`src/design/sap_pkg.sv`:
```
// shared types, constants and weight tables for the sexagesimal angle parser
package sap_pkg;

  typedef enum logic [2:0] {
    PH_START  = 3'd0,
    PH_UNITS  = 3'd1,
    PH_SEP1   = 3'd2,
    PH_MINS   = 3'd3,
    PH_SEP2   = 3'd4,
    PH_SECS   = 3'd5,
    PH_ENDING = 3'd6
  } phase_e;

  typedef enum logic [1:0] {
    ST_OK    = 2'd0,
    ST_NONE  = 2'd1,
    ST_RANGE = 2'd2
  } status_e;

  localparam int unsigned CharW   = 8;
  localparam int unsigned WholeW  = 17;
  localparam int unsigned FracW   = 32;
  localparam int unsigned ValueW  = 50;
  localparam int unsigned MagW    = 49;
  localparam int unsigned CountW  = 9;
  localparam int unsigned WexpW   = 4;

  localparam logic CFG_DECIMAL_MARK = 1'b0;
  localparam logic CFG_FIELD_SEP    = 1'b1;

  localparam logic [CharW-1:0] CH_NUL   = 8'd0;
  localparam logic [CharW-1:0] CH_TAB   = 8'd9;
  localparam logic [CharW-1:0] CH_SPACE = 8'd32;
  localparam logic [CharW-1:0] CH_MINUS = 8'd45;
  localparam logic [CharW-1:0] CH_ZERO  = 8'd48;
  localparam logic [CharW-1:0] CH_NINE  = 8'd57;

  localparam logic [CharW-1:0] DECIMAL_MARK_RST = 8'd46;
  localparam logic [CharW-1:0] FIELD_SEP_RST    = 8'd44;

  localparam logic [WholeW-1:0] WHOLE_MAX  = 17'd99999;
  localparam logic [WholeW-1:0] SIXTY      = 17'd60;
  localparam logic [FracW-1:0]  FRAC_MAX   = 32'hFFFF_FFFF;
  localparam logic [WexpW-1:0]  WEXP_LAST  = 4'd10;

  localparam logic [31:0] SCALE_UNITS = 32'd3600000000;
  localparam logic [31:0] SCALE_MINS  = 32'd60000000;
  localparam logic [31:0] SCALE_SECS  = 32'd1000000;

  localparam logic [31:0] UNIT_WEIGHT [11] = '{
    32'd3600000000, 32'd360000000, 32'd36000000, 32'd3600000, 32'd360000,
    32'd36000, 32'd3600, 32'd360, 32'd36, 32'd3, 32'd0
  };
  localparam logic [31:0] MIN_WEIGHT [11] = '{
    32'd60000000, 32'd6000000, 32'd600000, 32'd60000, 32'd6000,
    32'd600, 32'd60, 32'd6, 32'd0, 32'd0, 32'd0
  };
  localparam logic [31:0] SEC_WEIGHT [11] = '{
    32'd1000000, 32'd100000, 32'd10000, 32'd1000, 32'd100,
    32'd10, 32'd1, 32'd0, 32'd0, 32'd0, 32'd0
  };

  typedef struct packed {
    logic [WholeW-1:0] units;
    logic [WholeW-1:0] minutes;
    logic [WholeW-1:0] seconds;
    logic [FracW-1:0]  frac;
    logic              neg;
    status_e           status;
    logic [CountW-1:0] count;
  } snap_t;

  // fraction digit weight after k truncating divisions of the field scale
  function automatic logic [31:0] digit_weight(phase_e ph, logic [WexpW-1:0] k);
    logic [31:0] w;
    w = '0;
    if (k <= WEXP_LAST) begin
      case (ph)
        PH_MINS: w = MIN_WEIGHT[k];
        PH_SECS: w = SEC_WEIGHT[k];
        default: w = UNIT_WEIGHT[k];
      endcase
    end
    return w;
  endfunction

endpackage

```
`src/design/sap_ifs.sv`:
```
// request channel interfaces for characters in and parsed values out
interface sap_char_if;
  logic       valid;
  logic       ready;
  logic [7:0] char_code;
  logic       buffer_end;

  modport source (output valid, output char_code, output buffer_end, input ready);
  modport sink (input valid, input char_code, input buffer_end, output ready);
endinterface

interface sap_result_if;
  logic               valid;
  logic               ready;
  logic signed [49:0] value_micro;
  logic [1:0]         status;
  logic [8:0]         consumed;

  modport source (output valid, output value_micro, output status, output consumed,
                  input ready);
  modport sink (input valid, input value_micro, input status, input consumed,
                output ready);
endinterface

```
`src/design/sap_parser.sv`:
```
// per-character parse state and its next-state update
module sap_parser #(
  parameter int unsigned MAX_LEN = 256
) (
  input  logic                        clk_i,
  input  logic                        rst_ni,
  input  logic                        accept_i,
  input  logic [sap_pkg::CharW-1:0]   char_i,
  input  logic                        last_i,
  input  logic [sap_pkg::CharW-1:0]   decimal_mark_i,
  input  logic [sap_pkg::CharW-1:0]   field_sep_i,
  output logic                        emit_o,
  output sap_pkg::snap_t              snap_o
);

  localparam int unsigned PosW = $clog2(MAX_LEN + 1);

  sap_pkg::phase_e                  phase_q, phase_d;
  logic                             neg_q, neg_d;
  logic                             point_q, point_d;
  logic                             digit_q, digit_d;
  logic [sap_pkg::WholeW-1:0]       units_q, units_d;
  logic [sap_pkg::WholeW-1:0]       mins_q, mins_d;
  logic [sap_pkg::WholeW-1:0]       secs_q, secs_d;
  logic [sap_pkg::FracW-1:0]        frac_q, frac_d;
  logic [sap_pkg::WexpW-1:0]        wexp_q, wexp_d;
  logic [PosW-1:0]                  pos_q, pos_d;

  logic                             is_digit;
  logic                             is_blank;
  logic [3:0]                       dval;
  logic [sap_pkg::WexpW-1:0]        wexp_inc;
  logic [31:0]                      weight;
  logic [36:0]                      frac_sum;
  logic [sap_pkg::WholeW-1:0]       field_cur;
  logic [19:0]                      field_acc;
  logic [sap_pkg::WholeW-1:0]       field_sat;
  logic                             done;
  logic [PosW-1:0]                  pos_inc;
  logic [PosW-1:0]                  count;

  assign is_digit  = (char_i >= sap_pkg::CH_ZERO) && (char_i <= sap_pkg::CH_NINE);
  assign is_blank  = (char_i == sap_pkg::CH_SPACE) || (char_i == sap_pkg::CH_TAB);
  assign dval      = char_i[3:0];
  assign wexp_inc  = (wexp_q >= sap_pkg::WEXP_LAST) ? wexp_q : wexp_q + 4'd1;
  assign weight    = sap_pkg::digit_weight(phase_q, wexp_inc);
  assign frac_sum  = 37'(frac_q) + 37'(36'(dval) * 36'(weight));
  assign pos_inc   = pos_q + PosW'(1);

  always_comb begin
    case (phase_q)
      sap_pkg::PH_MINS: field_cur = mins_q;
      sap_pkg::PH_SECS: field_cur = secs_q;
      default:          field_cur = units_q;
    endcase
  end

  assign field_acc = 20'(field_cur) * 20'd10 + 20'(dval);
  assign field_sat = (field_acc > 20'(sap_pkg::WHOLE_MAX)) ? sap_pkg::WHOLE_MAX
                                                          : field_acc[sap_pkg::WholeW-1:0];

  always_comb begin
    phase_d = phase_q;
    neg_d   = neg_q;
    point_d = point_q;
    digit_d = digit_q;
    units_d = units_q;
    mins_d  = mins_q;
    secs_d  = secs_q;
    frac_d  = frac_q;
    wexp_d  = wexp_q;
    pos_d   = pos_q;
    done    = 1'b0;
    emit_o  = 1'b0;
    count   = pos_q;

    if (char_i == sap_pkg::CH_NUL) begin
      emit_o = 1'b1;
    end else begin
      unique case (phase_q)
        sap_pkg::PH_START, sap_pkg::PH_SEP1, sap_pkg::PH_SEP2: begin
          if (phase_q == sap_pkg::PH_START && char_i == sap_pkg::CH_MINUS) begin
            neg_d = 1'b1;
          end
          if (is_digit) begin
            digit_d = 1'b1;
            case (phase_q)
              sap_pkg::PH_SEP1: begin
                phase_d = sap_pkg::PH_MINS;
                mins_d  = 17'(dval);
              end
              sap_pkg::PH_SEP2: begin
                phase_d = sap_pkg::PH_SECS;
                secs_d  = 17'(dval);
              end
              default: begin
                phase_d = sap_pkg::PH_UNITS;
                units_d = 17'(dval);
              end
            endcase
          end
        end
        sap_pkg::PH_UNITS, sap_pkg::PH_MINS, sap_pkg::PH_SECS: begin
          if (char_i == decimal_mark_i) begin
            point_d = 1'b1;
            wexp_d  = '0;
          end else if (is_digit) begin
            if (point_q) begin
              wexp_d = wexp_inc;
              frac_d = (frac_sum > 37'(sap_pkg::FRAC_MAX)) ? sap_pkg::FRAC_MAX
                                                          : frac_sum[sap_pkg::FracW-1:0];
            end else begin
              case (phase_q)
                sap_pkg::PH_MINS: mins_d  = field_sat;
                sap_pkg::PH_SECS: secs_d  = field_sat;
                default:          units_d = field_sat;
              endcase
            end
          end else if (point_q || phase_q == sap_pkg::PH_SECS) begin
            if (is_blank) begin
              done = 1'b1;
            end else if (char_i == field_sep_i) begin
              done  = 1'b1;
              count = pos_inc;
            end else begin
              phase_d = sap_pkg::PH_ENDING;
            end
          end else begin
            case (phase_q)
              sap_pkg::PH_UNITS: phase_d = sap_pkg::PH_SEP1;
              default:           phase_d = sap_pkg::PH_SEP2;
            endcase
          end
        end
        sap_pkg::PH_ENDING: begin
          if (is_blank) begin
            done = 1'b1;
          end
        end
        default: begin
          phase_d = sap_pkg::PH_ENDING;
        end
      endcase

      if (done) begin
        emit_o = 1'b1;
      end else begin
        pos_d = pos_inc;
        count = pos_inc;
        if (last_i || pos_inc >= PosW'(MAX_LEN)) begin
          emit_o = 1'b1;
        end
      end
    end
  end

  always_comb begin
    snap_o.neg   = neg_d;
    snap_o.count = sap_pkg::CountW'(count);
    if (digit_d) begin
      snap_o.units   = units_d;
      snap_o.minutes = mins_d;
      snap_o.seconds = secs_d;
      snap_o.frac    = frac_d;
      snap_o.status  = sap_pkg::ST_OK;
    end else begin
      snap_o.units   = '0;
      snap_o.minutes = '0;
      snap_o.seconds = '0;
      snap_o.frac    = '0;
      snap_o.status  = sap_pkg::ST_NONE;
    end
    if (mins_d >= sap_pkg::SIXTY || secs_d >= sap_pkg::SIXTY) begin
      snap_o.status = sap_pkg::ST_RANGE;
    end
  end

  always_ff @(posedge clk_i or negedge rst_ni) begin
    if (!rst_ni) begin
      phase_q <= sap_pkg::PH_START;
      neg_q   <= 1'b0;
      point_q <= 1'b0;
      digit_q <= 1'b0;
      units_q <= '0;
      mins_q  <= '0;
      secs_q  <= '0;
      frac_q  <= '0;
      wexp_q  <= '0;
      pos_q   <= '0;
    end else if (accept_i) begin
      if (emit_o) begin
        phase_q <= sap_pkg::PH_START;
        neg_q   <= 1'b0;
        point_q <= 1'b0;
        digit_q <= 1'b0;
        units_q <= '0;
        mins_q  <= '0;
        secs_q  <= '0;
        frac_q  <= '0;
        wexp_q  <= '0;
        pos_q   <= '0;
      end else begin
        phase_q <= phase_d;
        neg_q   <= neg_d;
        point_q <= point_d;
        digit_q <= digit_d;
        units_q <= units_d;
        mins_q  <= mins_d;
        secs_q  <= secs_d;
        frac_q  <= frac_d;
        wexp_q  <= wexp_d;
        pos_q   <= pos_d;
      end
    end
  end

endmodule

```
`src/design/sap_scale.sv`:
```
// pipelined conversion of parsed fields to a signed micro-second value
module sap_scale (
  input  logic                  clk_i,
  input  logic                  rst_ni,
  input  logic                  emit_i,
  input  sap_pkg::snap_t        snap_i,
  output logic                  ready_o,
  sap_result_if.source          res_o
);

  logic           v1_q, v2_q, v3_q, v4_q, v5_q;
  logic           en1, en2, en3, en4, en5;

  sap_pkg::snap_t s1_q;

  logic [48:0]    pu_q, pu_d;
  logic [42:0]    pm_q, pm_d;
  logic [36:0]    ps_q, ps_d;
  logic [31:0]    fr2_q;
  logic           neg2_q, neg3_q, neg4_q;
  logic [1:0]     st2_q, st3_q, st4_q;
  logic [8:0]     cnt2_q, cnt3_q, cnt4_q;

  logic [48:0]    a_q, a_d;
  logic [37:0]    b_q, b_d;
  logic [48:0]    mag_q, mag_d;

  logic signed [49:0] val_q, val_d;
  logic [1:0]         st5_q;
  logic [8:0]         cnt5_q;

  assign en5     = !v5_q || res_o.ready;
  assign en4     = !v4_q || en5;
  assign en3     = !v3_q || en4;
  assign en2     = !v2_q || en3;
  assign en1     = !v1_q || en2;
  assign ready_o = en1;

  assign pu_d  = 49'(s1_q.units) * 49'(sap_pkg::SCALE_UNITS);
  assign pm_d  = 43'(s1_q.minutes) * 43'(sap_pkg::SCALE_MINS);
  assign ps_d  = 37'(s1_q.seconds) * 37'(sap_pkg::SCALE_SECS);
  assign a_d   = pu_q + 49'(pm_q);
  assign b_d   = 38'(ps_q) + 38'(fr2_q);
  assign mag_d = a_q + 49'(b_q);
  assign val_d = neg4_q ? -$signed({1'b0, mag_q}) : $signed({1'b0, mag_q});

  always_ff @(posedge clk_i or negedge rst_ni) begin
    if (!rst_ni) begin
      v1_q <= 1'b0;
      v2_q <= 1'b0;
      v3_q <= 1'b0;
      v4_q <= 1'b0;
      v5_q <= 1'b0;
    end else begin
      if (en1) v1_q <= emit_i;
      if (en2) v2_q <= v1_q;
      if (en3) v3_q <= v2_q;
      if (en4) v4_q <= v3_q;
      if (en5) v5_q <= v4_q;
    end
  end

  always_ff @(posedge clk_i) begin
    if (en1) begin
      s1_q <= snap_i;
    end
    if (en2) begin
      pu_q   <= pu_d;
      pm_q   <= pm_d;
      ps_q   <= ps_d;
      fr2_q  <= s1_q.frac;
      neg2_q <= s1_q.neg;
      st2_q  <= s1_q.status;
      cnt2_q <= s1_q.count;
    end
    if (en3) begin
      a_q    <= a_d;
      b_q    <= b_d;
      neg3_q <= neg2_q;
      st3_q  <= st2_q;
      cnt3_q <= cnt2_q;
    end
    if (en4) begin
      mag_q  <= mag_d;
      neg4_q <= neg3_q;
      st4_q  <= st3_q;
      cnt4_q <= cnt3_q;
    end
    if (en5) begin
      val_q  <= val_d;
      st5_q  <= st4_q;
      cnt5_q <= cnt4_q;
    end
  end

  assign res_o.valid       = v5_q;
  assign res_o.value_micro = val_q;
  assign res_o.status      = st5_q;
  assign res_o.consumed    = cnt5_q;

endmodule

```
`src/design/sexagesimal_angle_parser.sv`:
```
// top level: character in, signed sexagesimal value out
// one character is taken per cycle while ready; the parse state updates as it is taken
// the value a character ends passes the snapshot, product, sum, magnitude and result registers
// the scaling pipeline holds one value per stage; unstalled, values flow at one per cycle
// reset clears the parse state and pipeline valids and restores both mark registers
// output backpressure stalls the pipeline and then the character input
module sexagesimal_angle_parser #(
  parameter int unsigned MAX_LEN = 256
) (
  input  logic                 clk_i,
  input  logic                 rst_ni,
  input  logic                 cfg_we_i,
  input  logic                 cfg_idx_i,
  input  logic [7:0]           cfg_wdata_i,
  sap_char_if.sink             char_i,
  sap_result_if.source         res_o
);

  logic [sap_pkg::CharW-1:0] decimal_mark_q;
  logic [sap_pkg::CharW-1:0] field_sep_q;
  logic                      ready;
  logic                      accept;
  logic                      emit;
  sap_pkg::snap_t            snap;

  always_ff @(posedge clk_i or negedge rst_ni) begin
    if (!rst_ni) begin
      decimal_mark_q <= sap_pkg::DECIMAL_MARK_RST;
      field_sep_q    <= sap_pkg::FIELD_SEP_RST;
    end else if (cfg_we_i) begin
      unique case (cfg_idx_i)
        sap_pkg::CFG_DECIMAL_MARK: decimal_mark_q <= cfg_wdata_i;
        sap_pkg::CFG_FIELD_SEP:    field_sep_q    <= cfg_wdata_i;
      endcase
    end
  end

  assign char_i.ready = ready;
  assign accept       = char_i.valid && ready;

  sap_parser #(
    .MAX_LEN (MAX_LEN)
  ) u_parser (
    .clk_i          (clk_i),
    .rst_ni         (rst_ni),
    .accept_i       (accept),
    .char_i         (char_i.char_code),
    .last_i         (char_i.buffer_end),
    .decimal_mark_i (decimal_mark_q),
    .field_sep_i    (field_sep_q),
    .emit_o         (emit),
    .snap_o         (snap)
  );

  sap_scale u_scale (
    .clk_i   (clk_i),
    .rst_ni  (rst_ni),
    .emit_i  (accept && emit),
    .snap_i  (snap),
    .ready_o (ready),
    .res_o   (res_o)
  );

endmodule

```
`src/flat_wrapper.sv`:
```
// flat-port wrapper written by rule: the top's interface ports become plain ports
module sexagesimal_angle_parser_flat 
#(
  parameter int unsigned MAX_LEN = 256
)
  (clk_i, rst_ni, cfg_we_i, cfg_idx_i, cfg_wdata_i, char_i_valid, char_i_char_code, char_i_buffer_end, char_i_ready, res_o_valid, res_o_value_micro, res_o_status, res_o_consumed, res_o_ready);
  sap_char_if char_i_i ();
  sap_result_if res_o_i ();
  input  logic clk_i;
  input  logic rst_ni;
  input  logic cfg_we_i;
  input  logic cfg_idx_i;
  input  logic [7:0] cfg_wdata_i;
  input wire logic [$bits(char_i_i.valid)-1:0] char_i_valid;
  input wire logic [$bits(char_i_i.char_code)-1:0] char_i_char_code;
  input wire logic [$bits(char_i_i.buffer_end)-1:0] char_i_buffer_end;
  output wire logic [$bits(char_i_i.ready)-1:0] char_i_ready;
  output wire logic [$bits(res_o_i.valid)-1:0] res_o_valid;
  output wire logic [$bits(res_o_i.value_micro)-1:0] res_o_value_micro;
  output wire logic [$bits(res_o_i.status)-1:0] res_o_status;
  output wire logic [$bits(res_o_i.consumed)-1:0] res_o_consumed;
  input wire logic [$bits(res_o_i.ready)-1:0] res_o_ready;
  assign char_i_i.valid = char_i_valid;
  assign char_i_i.char_code = char_i_char_code;
  assign char_i_i.buffer_end = char_i_buffer_end;
  assign char_i_ready = char_i_i.ready;
  assign res_o_valid = res_o_i.valid;
  assign res_o_value_micro = res_o_i.value_micro;
  assign res_o_status = res_o_i.status;
  assign res_o_consumed = res_o_i.consumed;
  assign res_o_i.ready = res_o_ready;
  sexagesimal_angle_parser #(.MAX_LEN(MAX_LEN)) u_core (.clk_i(clk_i), .rst_ni(rst_ni), .cfg_we_i(cfg_we_i), .cfg_idx_i(cfg_idx_i), .cfg_wdata_i(cfg_wdata_i), .char_i(char_i_i), .res_o(res_o_i));
endmodule
```
`config.mk`:
```
export PLATFORM = sky130hd
export DESIGN_NAME = sexagesimal_angle_parser_flat
export DESIGN_NICKNAME = d
export VERILOG_FILES = /design/src/design/sap_pkg.sv /design/src/design/sap_ifs.sv /design/src/design/sap_parser.sv /design/src/design/sap_scale.sv /design/src/design/sexagesimal_angle_parser.sv /design/src/flat_wrapper.sv
export SDC_FILE = /design/constraint.sdc
export NUM_CORES = 2
export LEC_CHECK = 0
export BUFFER_PORTS_ARGS = -buffer_cell sky130_fd_sc_hd__clkbuf_2
export CAP_MARGIN = 20
export CORE_ASPECT_RATIO = 2
export CORE_MARGIN = 2
export CORE_UTILIZATION = 45
export CTS_BUF_LIST = sky130_fd_sc_hd__clkbuf_2 sky130_fd_sc_hd__clkbuf_4 sky130_fd_sc_hd__clkbuf_8
export DETAILED_ROUTE_END_ITERATION = 6
export HOLD_SLACK_MARGIN = 0.15
export PLACE_DENSITY = 0.68
export SLEW_MARGIN = 20
export SYNTH_ARGS = -nofsm -noshare
export SYNTH_HDL_FRONTEND = slang
export SYNTH_SLANG_ARGS = --single-unit
```
`constraint.sdc`:
```
create_clock -name clk_i -period 12.07 [get_ports clk_i]
set_clock_uncertainty 0.2 [all_clocks]
set_input_delay 1.207 -clock clk_i [delete_from_list [all_inputs] [get_ports clk_i]]
set_output_delay 1.207 -clock clk_i [all_outputs]
set_load 0.1 [all_outputs]
```
## Word-level counts from Yosys, hierarchy flattened

Memory sizes are Yosys's and may differ from the RTL's.
Index checks and enable logic that the tools add are counted.

| storage, ports and cells | value |
|---|---|
| latch bits | 0 |
| ROM bits | 1536 |
| memories kept | 3 |
| word-level logic and storage cells | 223 |
| flip-flop bits (word level) | 588 |
| bits in writable memories | 0 |
| output and inout port bits | 63 |

| operators by class | value |
|---|---|
| muxes and demuxes | 98 |
| equality and inequality tests | 19 |
| bitwise logic cells | 2 |
| shift-type cells | 0 |
| $add $sub $neg | 8 |
| multipliers | 5 |
| reduce and logical (&&, ||, !) cells | 34 |
| order comparisons | 10 |
| div/mod/pow operators | 0 |

Memories:

| memory | words | width | rd ports | clocked after Yosys merged registers in | wr ports | RTL line | RTL |
|---|---|---|---|---|---|---|---|
| (name not given) | 16 | 32 | 1 | 0 | 0 | sap_pkg.sv:81 | `default: w = UNIT_WEIGHT[k];` |
| (name not given) | 16 | 32 | 1 | 0 | 0 | sap_pkg.sv:80 | `PH_SECS: w = SEC_WEIGHT[k];` |
| (name not given) | 16 | 32 | 1 | 0 | 0 | sap_pkg.sv:79 | `PH_MINS: w = MIN_WEIGHT[k];` |

Operators with widths:

| cell | number |
|---|---|
| $mux W32 | 14 |
| $mux W17 | 25 |
| $pmux W17 S2 | 4 |
| $mux W9 | 11 |
| $pmux W32 S2 | 1 |
| $neg A49 Y50 | 1 |
| $add A49 B38 Y49 | 1 |
| $add A49 B43 Y49 | 1 |
| $mux W49 | 1 |
| $mul A17 B22 Y39 const B | 1 |
| $add A37 B32 Y38 | 1 |
| $add A32 B36 Y37 | 1 |
| $gt A37 B32 Y1 const B | 1 |
| $mul A4 B32 Y36 | 1 |
| $mul A17 B18 Y35 const B | 1 |
| $ge A17 B6 Y1 const B | 2 |
| $mul A17 B14 Y31 const B | 1 |
| $mux W4 | 7 |
| $mux W3 | 9 |
| $mux W1 | 23 |
| $add A20 B4 Y20 | 1 |
| $gt A20 B17 Y1 const B | 1 |
| $mul A17 B3 Y19 const B | 1 |
| $eq A8 B6 Y1 const B | 2 |
| other kinds (35) | 64 |

## Depth between registers and ports, before layout

| depth | value |
|---|---|
| word-level depth | 18 |
| depth in mapped cells | 34 |

## Hierarchy

From an unflattened synthesis, not the netlist that was laid out.

| second synthesis, totals | value |
|---|---|
| cells, all modules | 4676 |
| area total of the unflattened synthesis | 49303.5 sq um |

By module, submodules not included:

| module | sequential area each (sq um) | area each (sq um) | times used | cells each |
|---|---|---|---|---|
| sap_scale | 13848.3 | 35293.8 | 1 | 2924 |
| sap_parser | 2552.4 | 13346.6 | 1 | 1715 |
| sexagesimal_angle_parser | 409.1 | 663.1 | 1 | 37 |

## Worst setup path before layout

No wires, ideal clock.

| timing | value |
|---|---|
| kind | input to register |
| start point | in res_o_ready |
| end point | reg u_core.u_parser.secs_q[4] (netlist name) |
| stages | 10 |
| setup slack | 1.458 ns |
| data required time | 11.732 ns |
| data arrival time | 10.275 ns |
| setup time | 0.138 ns |
| buffers on the path | 3 |
| cell sequence | nor2b_1 -> nand4_1 -> inv_1 -> nand2_1 -> and2_1 -> clkbuf_1 -> nand2b_1 -> clkbuf_1 -> clkbuf_1 -> o21ai_0 |

| between the ends | value |
|---|---|
| longest elaborated chain between the ends | 6 |

Ends and longest elaborated chain:

| item | RTL line | RTL |
|---|---|---|
| start, declared | flat_wrapper.sv:22 | `input wire logic [$bits(res_o_i.ready)-1:0] res_o_ready;` |
| $logic_or A1 B1 Y1 | sap_scale.sv:32 | `assign en5 = !v5_q \|\| res_o.ready;` |
| $logic_or A1 B1 Y1 | sap_scale.sv:33 | `assign en4 = !v4_q \|\| en5;` |
| $logic_or A1 B1 Y1 | sap_scale.sv:34 | `assign en3 = !v3_q \|\| en4;` |
| $logic_or A1 B1 Y1 | sap_scale.sv:35 | `assign en2 = !v2_q \|\| en3;` |
| net u_core.u_scale.en2 | sap_scale.sv:12 | `logic en1, en2, en3, en4, en5;` |
| $logic_or A1 B1 Y1 | sap_scale.sv:36 | `assign en1 = !v1_q \|\| en2;` |
| net char_i_ready | flat_wrapper.sv:17 | `output wire logic [$bits(char_i_i.ready)-1:0] char_i_ready;` |
| $logic_and A1 B1 Y1 | sexagesimal_angle_parser.sv:39 | `assign accept = char_i.valid && ready;` |
| end signal, assigned | sap_parser.sv:209 | `secs_q <= secs_d;` |
| end, declared | sap_parser.sv:24 | `logic [sap_pkg::WholeW-1:0] secs_q, secs_d;` |

The timed path passes the listed nets, and every way through them passes these cells.
A chain may end at the register's enable or synchronous reset.

## Worst setup path in the final report

| timing | value |
|---|---|
| start point | reg u_core.u_parser.wexp_q[0] (netlist name) |
| end point | reg u_core.u_scale.s1_q[22] (netlist name) (data pin) |

| between the ends | value |
|---|---|
| longest elaborated chain between the ends | 17 |
| elaborated cells on any way between the ends | 25 |

Ends and longest elaborated chain:

| item | RTL line | RTL |
|---|---|---|
| start, declared | sap_parser.sv:26 | `logic [sap_pkg::WexpW-1:0] wexp_q, wexp_d;` |
| start signal, assigned | sap_parser.sv:211 | `wexp_q <= wexp_d;` |
| $add A4 B1 Y4 or $ge A4 B4 Y1 (tied branches) | sap_parser.sv:45 | `assign wexp_inc = (wexp_q >= sap_pkg::WEXP_LAST) ? wexp_q : wexp_q + 4'd1;` |
| $mux W4 (*) | sap_parser.sv:45 |  |
| $not A4 Y5 (not written as such) | sap_pkg.sv:79, sap_pkg.sv:80, sap_pkg.sv:81 |  |
| $mem_v2 Z16 W32 (on tied branches) | n/a |  |
| $mux W32 (on tied branches) (2 in a row) | sap_pkg.sv:81, sap_pkg.sv:79, sap_pkg.sv:80 |  |
| $pmux W32 S2 | sap_pkg.sv:78 | `case (ph)` |
| $mux W32 (*) | sap_pkg.sv:77 | `if (k <= WEXP_LAST) begin` |
| $mul A4 B32 Y36 (*) | sap_parser.sv:47 | `assign frac_sum = 37'(frac_q) + 37'(36'(dval) * 36'(weight));` |
| $add A32 B36 Y37 (*) | sap_parser.sv:47 |  |
| $gt A37 B32 Y1 | sap_parser.sv:110 | `frac_d = (frac_sum > 37'(sap_pkg::FRAC_MAX)) ? sap_pkg::FRAC_MAX` |
| $mux W32 (*) | sap_parser.sv:110 |  |
| $mux W32 (*) | sap_parser.sv:108 | `if (point_q) begin` |
| $mux W32 (*) | sap_parser.sv:107 | `end else if (is_digit) begin` |
| $mux W32 (*) | sap_parser.sv:104 | `if (char_i == decimal_mark_i) begin` |
| $mux W32 (*) | sap_parser.sv:80 | `unique case (phase_q)` |
| $mux W32 (*) | sap_parser.sv:77 | `if (char_i == sap_pkg::CH_NUL) begin` |
| end signal, assigned | sap_scale.sv:65 | `s1_q <= snap_i;` |
| end, declared | sap_scale.sv:14 | `sap_pkg::snap_t s1_q;` |

Mark *: on every way between the ends. The rest lies on a longest branch, timed or not. The select of a mux whose other input is x is not followed.

==> out/results.ini <==
[run_status]
status=completed

[floorplan]
io_pins=86
design.core.area_sq_um=107000
start_util=0.452
fp-row-count=170
die_area_sq_um=110000
die_h_microns=468
fp.dieW_microns=236

[synth]
syn_avg_cell_area_sq_um=10.5
yosysWarnings=0
async_flop_share=0.212
synth_area_sq_um=48300
synth_edf_count=457
ys.flop_type=edfxtp_1
ys_seq_area_frac=0.348
ys_ff_latch=580
syn-num-nets=5572
syn_inst=4584
ys_types=84

[global_routing]
grt_use_total=0.234
grt_pass1_wl_microns=198000
grt_remaining_overflow=0
grt_max_degree=76
antenna_found_initial=2
busiest_layer=met2
grt_pass1_vias=35978
grt.met3_usage=0.0273
use_met2=0.456
met1_usage=0.221

[job]
drv_cap=0

[critical_path]
rr_worst_depth=30
critical_path.max_stage_delay_ns=0.55
worstSetupPathType=reg2reg
cp-start-kind=flop
required_ns=12.40
cp_slowest_cell=fa_1
arrival_ns=8.93
r2r_start=u_core.u_parser.wexp_q[0]
rrSetupSlack_ns=3.47
cpMostUsedCell=inv_1
worstPathMaxFanout=33
reg2reg_to=u_core.u_scale.s1_q[22]
cp-end-kind=flop

[sta]
rsz0062_at_grt=false
hold_viol_final=0
setup_tns_ns=0
min_period_ns=8.60
period_share=0.713
max_freq_ghz=0.116
worst_slew_pin_slew_ns=1.03
final-max-slew-violation-count=0
setup_viol=0
slew_headroom=0.315
worst_hold_slack_ns=0.212

[final_layout]
area_growth_pct=8.29
final_util=0.489
fin_nets=5659
drive_above_1_share=0.0753
design_area_sq_um=52400

[routing]
remaining_drc_errors=0
vias=34173
routedWlPerCell_microns=20.7
dr.first_iter.drc_count=2026
ant_nets=0
via_per_inst=5.58
wirelength_microns=126000
dr.pass1.iters=6

[clock_tree]
htree_num_levels=3
cts-buffers-inserted=84
cts_tree=done
clk_pin_slew_ns=0.07
cts.sinks=580
cts_root_buf=clkbuf_8
post_cts_buffers=0
clk_latency_ns=0.79
clock_path_buffers=3

[pwr]
peakVddDrop_v=0.000111
total_power_w=0.00509
p_leak_nw=26.5
power_density_nw_per_um2=97.3

[placed_design]
place_area_sq_um=50400
gp_congestion=0.963
place_hpwl_microns=103000
io_buffers=85

[min_path]
hp-start=u_core.u_scale.b_q[6]
whs_path_depth=0
hold_end=u_core.u_scale.mag_q[6]
worstHoldPathType=reg2reg

-- layout make-up --
class                   count  area, sq um
diodes                      2         5.00
clock buffers             108         1360
clock inverters            50          619
fillers                  9640        54600
inverters                 544         2040
multi-input cells        3340        29100
flip-flops and latches    580        16800
well taps                1376         1720
repair buffers            121          708
-- cell usage after synthesis (17+ instances only) --
master	count	area (sq um)
nor4_1	26	163
a21oi_1	229	1150
ha_1	598	7480
nor2_1	343	1290
dfrtp_1	116	2900
mux2_2	17	191
nand2_1	267	1000
a211oi_1	27	203
xnor2_1	240	2100
and3_1	38	238
a31oi_1	21	131
xor2_1	67	587
nand2b_1	42	263
o21bai_1	19	143
clkbuf_1	115	432
and2_1	57	357
or3_1	48	300
or2_2	27	169
o31ai_1	30	225
edfxtp_1	457	13700
a21o_1	68	510
nor3_1	115	576
o21ai_0	252	1260
o21a_1	29	218
a22oi_1	45	338
inv_1	542	2030
nand3_1	74	370
fa_1	367	7350
nor2b_1	48	300
-- state kept, by name, summed over array words and instances, names as in the netlist, 9 cells and up --
signal,flops
u_core.u_scale.pm_q,35
u_core.u_scale.a_q,41
u_core.u_parser.frac_q,32
u_core.u_scale.b_q,38
u_core.u_scale.res_o.value_micro,50
u_core.u_scale.cnt3_q,9
u_core.u_scale.res_o.consumed,9
u_core.u_scale.s1_q,95
u_core.u_scale.pu_q,39
u_core.u_parser.secs_q,17
u_core.u_scale.fr2_q,32
u_core.u_scale.cnt2_q,9
u_core.u_scale.ps_q,31
u_core.u_scale.cnt4_q,9
u_core.u_parser.mins_q,17
u_core.u_parser.pos_q,9
u_core.u_parser.units_q,17
u_core.u_scale.mag_q,49
-- placed cells by master, fill, tap and decap left out, types with 20 or more instances in the layout --
cell | netlist | routed
xnor2_1 | 240 | 240
nand3_1 | 74 | 73
and3_1 | 38 | 38
nand2b_1 | 42 | 42
a22oi_1 | 45 | 45
xor2_1 | 67 | 67
ha_1 | 598 | 598
nor2b_1 | 48 | 48
edfxtp_1 | 457 | 457
clkbuf_4 | 0 | 20
dfrtp_1 | 116 | 116
nor3_1 | 115 | 114
a21oi_1 | 229 | 229
nor4_1 | 26 | 25
or2_2 | 27 | 27
buf_4 | 0 | 35
o31ai_1 | 30 | 30
o21a_1 | 29 | 29
a211oi_1 | 27 | 27
nand2_1 | 267 | 265
clkbuf_2 | 0 | 84
a31oi_1 | 21 | 21
nor2_1 | 343 | 342
inv_1 | 542 | 541
and2_1 | 57 | 57
or3_1 | 48 | 48
o21ai_0 | 252 | 251
a21o_1 | 68 | 68
clkbuf_8 | 0 | 88
fa_1 | 367 | 367
-- stage by stage --
stage          cells  setup WS, ns
4_1_cts         6119          3.49
3_5_place_dp    5960          3.54
3_3_place_gp    5959          3.73
5_1_grt         6120          2.77
6_report        6121          3.47
2_1_floorplan   4584          1.46
-- power by group --
part,total (W),switching (W),internal (W)
Sequential,0.00234,0.0000585,0.00228
Combinational,0.000914,0.000668,0.000246
Clock,0.00184,0.000803,0.00103
Total,0.00509,0.00153,0.00356
-- timing repair --
action | 4_1_cts | 5_1_grt
gates resized for setup | 0 | 0
hold endpoints to repair | 10 | 0
hold buffers | 1 | 0
-- critical path, delay by kind of cell, from the launching register on --
kind,cells,cell delay [ns]
AOI/OAI and AO/OA,11,2.99
xor gates and xnor gates,1,0.41
and+or+nand+nor,6,1.05
buffers and inverters,5,0.75
adders and majority gates,6,2.38
DFF,1,0.43
muxes,1,0.11
-- worst max-delay path by stage --
stage | cells past startpoint | from | end
after global routing | 30 | u_core.u_parser.wexp_q[0] | u_core.u_scale.s1_q[22]
after floorplan | 10 | res_o_ready | u_core.u_parser.secs_q[4]
after global placement | 30 | u_core.u_parser.wexp_q[0] | u_core.u_scale.s1_q[22]
final | 30 | u_core.u_parser.wexp_q[0] | u_core.u_scale.s1_q[22]
after CTS | 29 | u_core.u_parser.wexp_q[0] | u_core.u_scale.s1_q[22]
after detailed placement | 29 | u_core.u_parser.wexp_q[0] | u_core.u_scale.s1_q[22]
-- routing by layer --
| layer | vias up | share of wire |
|---|---|---|
| met5 | - | 0 |
| met4 | 0 | 0.086 |
| met3 | 440 | 0.033 |
| met2 | 935 | 0.55 |
| met1 | 16589 | 0.34 |
| li1 | 16209 | - |
-- logic make-up after synthesis --
group	after synthesis	synth area share
multiplexers	21	0.00479
XOR/XNOR	307	0.0556
buffers and inverters	664	0.0516
flip-flops	580	0.348
adder cells (fa/ha/maj)	965	0.307
AND/OR/NAND/NOR	1157	0.116
AO/OA/AOI/OAI	890	0.117
(Power assumes the default switching activity.)
